`src/rtl/core/hhcf_pkg.sv`:
```
package hhcf_pkg;

    localparam int AGENT_LEN  = 10;
    localparam int ACCEPT_LEN = 6;

    // "User-Agent" and "Accept", first character at index 0
    localparam logic [7:0] AGENT_PAT [AGENT_LEN] = '{
        8'h55, 8'h73, 8'h65, 8'h72, 8'h2d, 8'h41, 8'h67, 8'h65, 8'h6e, 8'h74
    };
    localparam logic [7:0] ACCEPT_PAT [ACCEPT_LEN] = '{
        8'h41, 8'h63, 8'h63, 8'h65, 8'h70, 8'h74
    };

    localparam int COUNT_BITS = 4;
    localparam logic [COUNT_BITS-1:0] COUNT_MAX = '1;

    localparam logic [2:0] VERDICT_CAPTURED  = 3'd0;
    localparam logic [2:0] VERDICT_NOT_TCP   = 3'd1;
    localparam logic [2:0] VERDICT_QUOTA     = 3'd2;
    localparam logic [2:0] VERDICT_NO_AGENT  = 3'd3;
    localparam logic [2:0] VERDICT_TOO_CLOSE = 3'd4;
    localparam logic [2:0] VERDICT_NO_ACCEPT = 3'd5;

    localparam logic CFG_HOST_QUOTA = 1'b0;
    localparam logic CFG_MIN_GAP    = 1'b1;

    localparam logic [3:0]  QUOTA_RESET   = 4'd3;
    localparam logic [15:0] MIN_GAP_RESET = 16'd128;

    // result beat, capture in the lowest bit
    typedef struct packed {
        logic [15:0]           packet_length;
        logic [COUNT_BITS-1:0] host_count;
        logic [2:0]            verdict;
        logic                  capture;
    } result_t;

endpackage

```
`src/rtl/core/hhcf_ram.sv`:
```
module hhcf_ram #(
    parameter int WIDTH = 4,
    parameter int DEPTH = 256,
    localparam int AW = (DEPTH > 1) ? $clog2(DEPTH) : 1
) (
    input  logic             aclk,
    input  logic             wr_en,
    input  logic [AW-1:0]    wr_addr,
    input  logic [WIDTH-1:0] wr_data,
    input  logic             rd_en,
    input  logic [AW-1:0]    rd_addr,
    output logic [WIDTH-1:0] rd_data
);

    logic [WIDTH-1:0] mem [DEPTH];
    logic [WIDTH-1:0] rd_data_reg;

    always_ff @(posedge aclk) begin
        if (wr_en) begin
            mem[wr_addr] <= wr_data;
        end
        if (rd_en) begin
            rd_data_reg <= mem[rd_addr];
        end
    end

    assign rd_data = rd_data_reg;

endmodule

```
`src/rtl/core/http_header_capture_filter.sv`:
```
// Output: the last byte of a packet passes the input register, then the match stage loads the
// registered result beat, which holds while m_tready is low.
// One byte per cycle unless a last byte waits on a held result beat; the host counter read is
// issued at acceptance and its registered data is ready when the byte reaches the match stage.
// Reset (aresetn low, synchronous): all host counters read as zero through per-host
// valid bits, packet state clears, host_quota returns to 3 and min_gap to 128.
module http_header_capture_filter
    import hhcf_pkg::*;
#(
    parameter int HOST_ENTRIES  = 256,
    parameter int POSITION_BITS = 16
) (
    input  logic        aclk,
    input  logic        aresetn,
    input  logic        s_tvalid,
    output logic        s_tready,
    input  logic [15:0] s_tdata,   // data_byte[7:0], host_octet[15:8]
    input  logic [1:0]  s_tuser,   // first_byte[0], is_tcp[1]
    input  logic        s_tlast,
    output logic        m_tvalid,
    input  logic        m_tready,
    output logic [23:0] m_tdata,   // capture[0], verdict[3:1], host_count[7:4],
                                   // packet_length[23:8]
    input  logic        cfg_wr_en,
    input  logic        cfg_index,
    input  logic [15:0] cfg_wr_data
);

    localparam int AW = (HOST_ENTRIES > 1) ? $clog2(HOST_ENTRIES) : 1;
    localparam int PB = POSITION_BITS;
    localparam logic [PB-1:0] POS_MAX = {PB{1'b1}};
    localparam logic [PB-1:0] AGENT_BACK = PB'(AGENT_LEN - 1);

    // host octet to table index
    logic [AW-1:0] host_map [256];
    for (genvar g = 0; g < 256; g++) begin : g_host_map
        assign host_map[g] = AW'(g % HOST_ENTRIES);
    end

    logic [3:0]  quota_reg;
    logic [15:0] min_gap_reg;

    logic          in_valid_reg;
    logic [7:0]    in_byte_reg;
    logic [AW-1:0] in_host_reg;
    logic          in_first_reg;
    logic          in_last_reg;
    logic          in_tcp_reg;

    logic                  rd_valid_reg;
    logic                  rd_hit_reg;
    logic [COUNT_BITS-1:0] rd_hit_data_reg;
    logic [HOST_ENTRIES-1:0] count_valid_reg;

    logic [7:0]            hist_reg [AGENT_LEN];
    logic [PB-1:0]         pos_reg;
    logic                  agent_seen_reg;
    logic [PB-1:0]         agent_start_reg;
    logic                  decided_reg;
    logic [2:0]            verdict_reg;
    logic [AW-1:0]         host_reg;
    logic [COUNT_BITS-1:0] count_reg;

    logic    out_valid_reg;
    result_t out_data_reg;

    logic                  s_accept;
    logic                  advance;
    logic [AW-1:0]         rd_addr;
    logic [COUNT_BITS-1:0] ram_rd_data;
    logic                  wr_en;

    logic [7:0]            hist_next [AGENT_LEN];
    logic [PB-1:0]         pos_next;
    logic                  agent_seen_next;
    logic [PB-1:0]         agent_start_next;
    logic                  decided_next;
    logic [2:0]            verdict_next;
    logic [AW-1:0]         host_next;
    logic [COUNT_BITS-1:0] count_next;
    logic [COUNT_BITS-1:0] count_new;

    assign advance  = in_valid_reg && (!in_last_reg || !out_valid_reg || m_tready);
    assign s_tready = !in_valid_reg || advance;
    assign s_accept = s_tvalid && s_tready;
    assign rd_addr  = host_map[s_tdata[15:8]];
    assign wr_en    = advance && in_last_reg && (verdict_next == VERDICT_CAPTURED);

    hhcf_ram #(
        .WIDTH(COUNT_BITS),
        .DEPTH(HOST_ENTRIES)
    ) u_count_ram (
        .aclk   (aclk),
        .wr_en  (wr_en),
        .wr_addr(host_next),
        .wr_data(count_new),
        .rd_en  (s_accept),
        .rd_addr(rd_addr),
        .rd_data(ram_rd_data)
    );

    always_comb begin
        logic                  start;
        logic [COUNT_BITS-1:0] lookup;
        logic [PB-1:0]         idx;
        logic                  agent_hit;
        logic                  accept_hit;

        start = in_first_reg || (pos_reg == '0);
        if (rd_hit_reg) begin
            lookup = rd_hit_data_reg;
        end else if (rd_valid_reg) begin
            lookup = ram_rd_data;
        end else begin
            lookup = '0;
        end

        if (start) begin
            idx              = '0;
            agent_seen_next  = 1'b0;
            agent_start_next = '0;
            host_next        = in_host_reg;
            count_next       = lookup;
            if (!in_tcp_reg) begin
                decided_next = 1'b1;
                verdict_next = VERDICT_NOT_TCP;
            end else if (lookup >= quota_reg) begin
                decided_next = 1'b1;
                verdict_next = VERDICT_QUOTA;
            end else begin
                decided_next = 1'b0;
                verdict_next = VERDICT_NO_AGENT;
            end
        end else begin
            idx              = pos_reg;
            agent_seen_next  = agent_seen_reg;
            agent_start_next = agent_start_reg;
            host_next        = host_reg;
            count_next       = count_reg;
            decided_next     = decided_reg;
            verdict_next     = verdict_reg;
        end

        hist_next[0] = in_byte_reg;
        for (int k = 1; k < AGENT_LEN; k++) begin
            hist_next[k] = start ? 8'h00 : hist_reg[k-1];
        end

        agent_hit = 1'b1;
        for (int m = 0; m < AGENT_LEN; m++) begin
            if (hist_next[AGENT_LEN-1-m] != AGENT_PAT[m]) begin
                agent_hit = 1'b0;
            end
        end
        accept_hit = 1'b1;
        for (int m = 0; m < ACCEPT_LEN; m++) begin
            if (hist_next[ACCEPT_LEN-1-m] != ACCEPT_PAT[m]) begin
                accept_hit = 1'b0;
            end
        end

        pos_next = (idx != POS_MAX) ? idx + 1'b1 : idx;

        if (!decided_next) begin
            if (!agent_seen_next) begin
                if (agent_hit) begin
                    agent_seen_next  = 1'b1;
                    agent_start_next = (idx >= AGENT_BACK) ? idx - AGENT_BACK : '0;
                    verdict_next     = VERDICT_NO_ACCEPT;
                end
            end else if (accept_hit) begin
                decided_next = 1'b1;
                verdict_next = (16'(idx - agent_start_next) > min_gap_reg) ?
                               VERDICT_CAPTURED : VERDICT_TOO_CLOSE;
            end
        end

        if (verdict_next == VERDICT_CAPTURED && count_next != COUNT_MAX) begin
            count_new = count_next + 1'b1;
        end else begin
            count_new = count_next;
        end
    end

    always_ff @(posedge aclk) begin
        if (!aresetn) begin
            quota_reg   <= QUOTA_RESET;
            min_gap_reg <= MIN_GAP_RESET;
        end else if (cfg_wr_en) begin
            unique case (cfg_index)
                CFG_HOST_QUOTA: quota_reg   <= cfg_wr_data[3:0];
                CFG_MIN_GAP:    min_gap_reg <= cfg_wr_data;
            endcase
        end
    end

    always_ff @(posedge aclk) begin
        if (!aresetn) begin
            in_valid_reg <= 1'b0;
        end else if (s_accept) begin
            in_valid_reg <= 1'b1;
        end else if (advance) begin
            in_valid_reg <= 1'b0;
        end
    end

    // byte payload and counter lookup; a write to the same host in this cycle is bypassed
    always_ff @(posedge aclk) begin
        if (s_accept) begin
            in_byte_reg     <= s_tdata[7:0];
            in_host_reg     <= rd_addr;
            in_first_reg    <= s_tuser[0];
            in_tcp_reg      <= s_tuser[1];
            in_last_reg     <= s_tlast;
            rd_valid_reg    <= count_valid_reg[rd_addr];
            rd_hit_reg      <= wr_en && (host_next == rd_addr);
            rd_hit_data_reg <= count_new;
        end
    end

    always_ff @(posedge aclk) begin
        if (!aresetn) begin
            count_valid_reg <= '0;
        end else if (wr_en) begin
            count_valid_reg[host_next] <= 1'b1;
        end
    end

    always_ff @(posedge aclk) begin
        if (!aresetn) begin
            for (int k = 0; k < AGENT_LEN; k++) begin
                hist_reg[k] <= 8'h00;
            end
            pos_reg         <= '0;
            agent_seen_reg  <= 1'b0;
            agent_start_reg <= '0;
            decided_reg     <= 1'b0;
            verdict_reg     <= VERDICT_CAPTURED;
            host_reg        <= '0;
            count_reg       <= '0;
        end else if (advance) begin
            hist_reg    <= hist_next;
            verdict_reg <= verdict_next;
            host_reg    <= host_next;
            if (in_last_reg) begin
                pos_reg         <= '0;
                agent_seen_reg  <= 1'b0;
                agent_start_reg <= '0;
                decided_reg     <= 1'b0;
                count_reg       <= count_new;
            end else begin
                pos_reg         <= pos_next;
                agent_seen_reg  <= agent_seen_next;
                agent_start_reg <= agent_start_next;
                decided_reg     <= decided_next;
                count_reg       <= count_next;
            end
        end
    end

    always_ff @(posedge aclk) begin
        if (!aresetn) begin
            out_valid_reg <= 1'b0;
        end else if (advance && in_last_reg) begin
            out_valid_reg <= 1'b1;
        end else if (m_tready) begin
            out_valid_reg <= 1'b0;
        end
    end

    always_ff @(posedge aclk) begin
        if (advance && in_last_reg) begin
            out_data_reg.capture       <= (verdict_next == VERDICT_CAPTURED);
            out_data_reg.verdict       <= verdict_next;
            out_data_reg.host_count    <= count_new;
            out_data_reg.packet_length <= 16'(pos_next);
        end
    end

    assign m_tvalid = out_valid_reg;
    assign m_tdata  = out_data_reg;

endmodule

```
`config.mk`:
```
export PLATFORM = sky130hd
export DESIGN_NAME = http_header_capture_filter
export DESIGN_NICKNAME = d
export VERILOG_FILES = /design/src/rtl/core/hhcf_pkg.sv /design/src/rtl/core/hhcf_ram.sv /design/src/rtl/core/http_header_capture_filter.sv
export SDC_FILE = /design/constraint.sdc
export NUM_CORES = 2
export LEC_CHECK = 0
export BUFFER_PORTS_ARGS = -buffer_cell sky130_fd_sc_hd__buf_2
export CORE_MARGIN = 2
export CORE_UTILIZATION = 57
export DETAILED_ROUTE_END_ITERATION = 16
export PLACE_DENSITY = 0.86
export SYNTH_ARGS = -nofsm -noshare
export SYNTH_HDL_FRONTEND = slang
export SYNTH_SLANG_ARGS = --single-unit
```
`constraint.sdc`:
```
create_clock -name aclk -period 16.1 [get_ports aclk]
set_input_delay 0.805 -clock aclk [delete_from_list [all_inputs] [get_ports aclk]]
set_output_delay 0.805 -clock aclk [all_outputs]
set_load 0.05 [all_outputs]
```
==> reports/metrics.yaml <==
setup_path:
  slowest_stage: "mux2_8"
  worstReg2RegStart: "pos_reg[4]"
  slowest_delay_ns: 0.92
  r2r-end: "u_count_ram.mem[153][1]"
  arrival_ns: 8.57
  path_class: "flop to flop"
  critPathLaunchType: "flop"
  required_ns: 16.53
  r2r_slack_ns: 7.95
  path_cells: "nor4_1 > a41oi_4 > buf_4 > nand2_1 > ha_1 > and2_1 > o21ai_0 > o21ai_0 > o31ai_1 > a31oi_1 > a21o_1 > a21oi_1 > xnor2_1 > ha_1 > and4_1 > nand3_1 > nor3_1 > nor4_1 > nor3b_2 > or2_2 > o21ai_1 > mux2_8 > buf_4"
  critical-path-top-delay-family: "simple AND/OR/NAND/NOR gates"
  rr_worst_depth: 23
  crit_path_end_kind: "flop"
  timing.critical_path.buf_inv: 2
  path_max_fanout: 167
job:
  max_cap_violations: 0
sta:
  setup_violations: 0
  rsz0062_at_grt: "false"
  hold_viol: 0
  period_share_pct: 50.6
  clock.fmax_ghz: 0.123
  fin_crit_ns: 8.15
  drv_slew: 0
  setup_slack_ns: 7.95
  worstMarginPinSlew_ns: 1.29
  fin_worst_skew_ns: 0.0530
  fin_setup_tns_ns: 0
  max_slew_margin_pct: 14.2
global_routing:
  grtUsageTotal_pct: 27.2
  grt_use_met2_pct: 44.5
  top_usage_layer: "met2"
  overflow: 0
  grt_use_met3_pct: 5.11
  grt_max_degree: 259
  met1_usage_pct: 36.1
  grt_pass1_wl_um: 218000
  grt_antenna_before_repair: 6
  grt_pass1_vias: 34000
outcome:
  status: "finished, final reports clean"
placement:
  dp.cells: 4836
  dp_hpwl_um: 82600
  gp_congestion: 0.910
  pre_cts_ws_ns: 8.15
  placedInstanceArea_um2: 60900
  portBuffers: 66
routing:
  vias: 33800
  vias_per_cell: 6.62
  drt_first_pass_iters: 7
  drc: 0
  drt-initial-drc-count: 4422
  ant_nets: 0
  routed_wl_um: 145000
  wl_per_cell_um: 28.3
floorplan:
  initial_core_util_pct: 57.3
  ioPinCount: 67
  die-area_um2: 107000
  core-area_um2: 103000
  fp-row-count: 118
  dieHeight_um: 326
  die_w_um: 326
logic_synthesis:
  avgSynthCellArea_um2: 16.6
  synth.distinct_cells: 70
  synth_edf_count: 1077
  synth_nets: 3649
  synthXorXnorAreaFrac_pct: 0.724
  yosys_warnings: 0
  ys_seq_area_share_pct: 68.1
  ys_top_cells_by_area: "edfxtp_1 55%, mux4_2 16%, dfxtp_1 13%"
  synth-simple-area-share_pct: 5.79
  synth_mux_area_share_pct: 16.3
  synthesis.area_um2: 59300
  ys_seq_elements: 1476
  async_flop_share_pct: 0
  synth_top_flop_cell: "edfxtp_1"
  yosysTopAreaCellShare_pct: 54.6
  yosysTopAreaCell: "edfxtp_1"
  syn_inst: 3569
  synth-compound-area-share_pct: 6.41
  synth_top_family_by_area: "multiplexers"
  yosys.area_share.adder_pct: 0.836
layout:
  largest_reg_flops: 1024
  final_cell_area_um2: 65800
  finalNetCount: 3681
  area_growth_pct: 11.1
  fin_cells: 5104
  drive_above_1_share_pct: 21.2
min_path:
  min_path_type: "input port to flop"
  whs_endpoint: "in_byte_reg[1]"
  hold_depth: 1
  hp-start: "s_tdata[1]"
clocking:
  hold_buffers: 0
  cts.repair.resized: 0
  clock-sinks: 1476
  cts_made_buffers: 143
  cts_max_path_buffers: 3
  post_cts_buffers: 0
  htreeDepth: 4
  cts.reportedPaths.clkPinSlew_ns: 0.07
  clock_latency_ns: 0.79
  cts_root_buffer: "clkbuf_16"
  cts_tree: "done"
pwr:
  powerDensity_nw_per_um2: 122
  ir_worst_vdd_v: 0.000101
  p_leak_uw: 0.0214
## stage by stage
step	utilization (%)	power, µW	hold WS (ns)
2_1_floorplan	-	4520	0.424
3_3_place_gp	59.0	4620	0.435
3_5_place_dp	59.0	4640	0.442
4_1_cts	63.7	8020	0.188
5_1_grt	63.7	8180	0.203
6_report	63.7	8010	0.211
## kinds of logic after synthesis
| family | count (synthesis) |
|---|---|
| AND/OR/NAND/NOR | 755 |
| AO/OA/AOI/OAI | 534 |
| adder cells (fa/ha/maj) | 39 |
| buffers and inverters | 278 |
| multiplexers | 438 |
| flip-flops | 1476 |
| XOR/XNOR | 49 |
## worst reg2reg max path, delay by kind of cell, from the launching register on
kind	cells	cell delay, ns
AO/OA/AOI/OAI	8	1.62
XOR/XNOR	1	0.14
adder cells (fa/ha/maj)	2	0.55
buffers and inverters	2	1.34
flip-flops	1	0.46
multiplexers	1	0.92
AND/OR/NAND/NOR	9	2.69
## synth_stat cells, types with 5 or more instances
master and n:
mux4_2 420, o22ai_1 10, a31oi_1 9, nand2b_1 12, or3_1 5, nor3_1 22, a22oi_1 19, o21ai_0 34
inv_1 48, buf_2 14, dfxtp_1 399, nand4_1 11, and3_1 13, o2111ai_4 9, buf_4 10, o21a_1 263
nor2_1 311, xor2_1 19, clkbuf_1 157, edfxtp_1 1077, or4_1 6, o2111ai_1 7, nor4_1 9, a211oi_1 6
a21o_1 11, nand3b_1 9, o31ai_1 8, a21oi_1 127, nand3_1 81, and4b_1 5, xnor2_1 30, ha_1 38
and2_1 19, buf_1 45, nand4b_1 5, mux2i_1 15, nor2b_1 16, nand2_1 208
## layer usage
layer	up-vias	part of all wire, %
met5	-	0.018
met2	2216	50
met1	17100	36
li1	14000	-
met4	4	4.6
met3	413	9.9
## power by group
part / leakage (µW) / internal, µW / switching [µW]
Combinational: 0.00591 / 134 / 284
Sequential: 0.0131 / 4140 / 8.47
Clock: 0.00236 / 1940 / 1500
Total: 0.0214 / 6210 / 1790
## how the worst max path moves through the flow
stage	from	endpoint	slack, ns	cells after the start
global route	pos_reg[4]	u_count_ram.mem[154][1]	7.44	23
detailed placement	pos_reg[4]	rd_hit_data_reg[1]	8.15	23
finish	pos_reg[4]	u_count_ram.mem[153][1]	7.95	23
global placement	pos_reg[4]	u_count_ram.mem[156][1]	8.34	23
CTS	pos_reg[4]	u_count_ram.mem[153][1]	8.09	23
floorplan	in_first_reg	m_tdata[6]	1.03	27
## cells in the final DEF (no fill, tap or decap), types with 29 or more instances in the layout
cell type	n
buf_2	61
nor2_1	310
mux4_2	420
inv_1	47
nand3_1	81
buf_4	48
edfxtp_1	1077
ha_1	38
clkbuf_16	144
o21a_1	263
nand2_1	205
dfxtp_1	399
o21ai_0	34
xnor2_1	29
a21oi_1	127
## cell type report
class,instances,area (µm²)
Tap cell,1380,1730
Fill cell,6621,37500
Timing Repair Buffer,116,782
Sequential cell,1476,40300
Multi-Input combinational cell,1815,17900
Antenna cell,2,5.00
Inverter,49,185
Clock inverter,86,1010
Clock buffer,180,3860
Power figures use the tool's default switching activity.
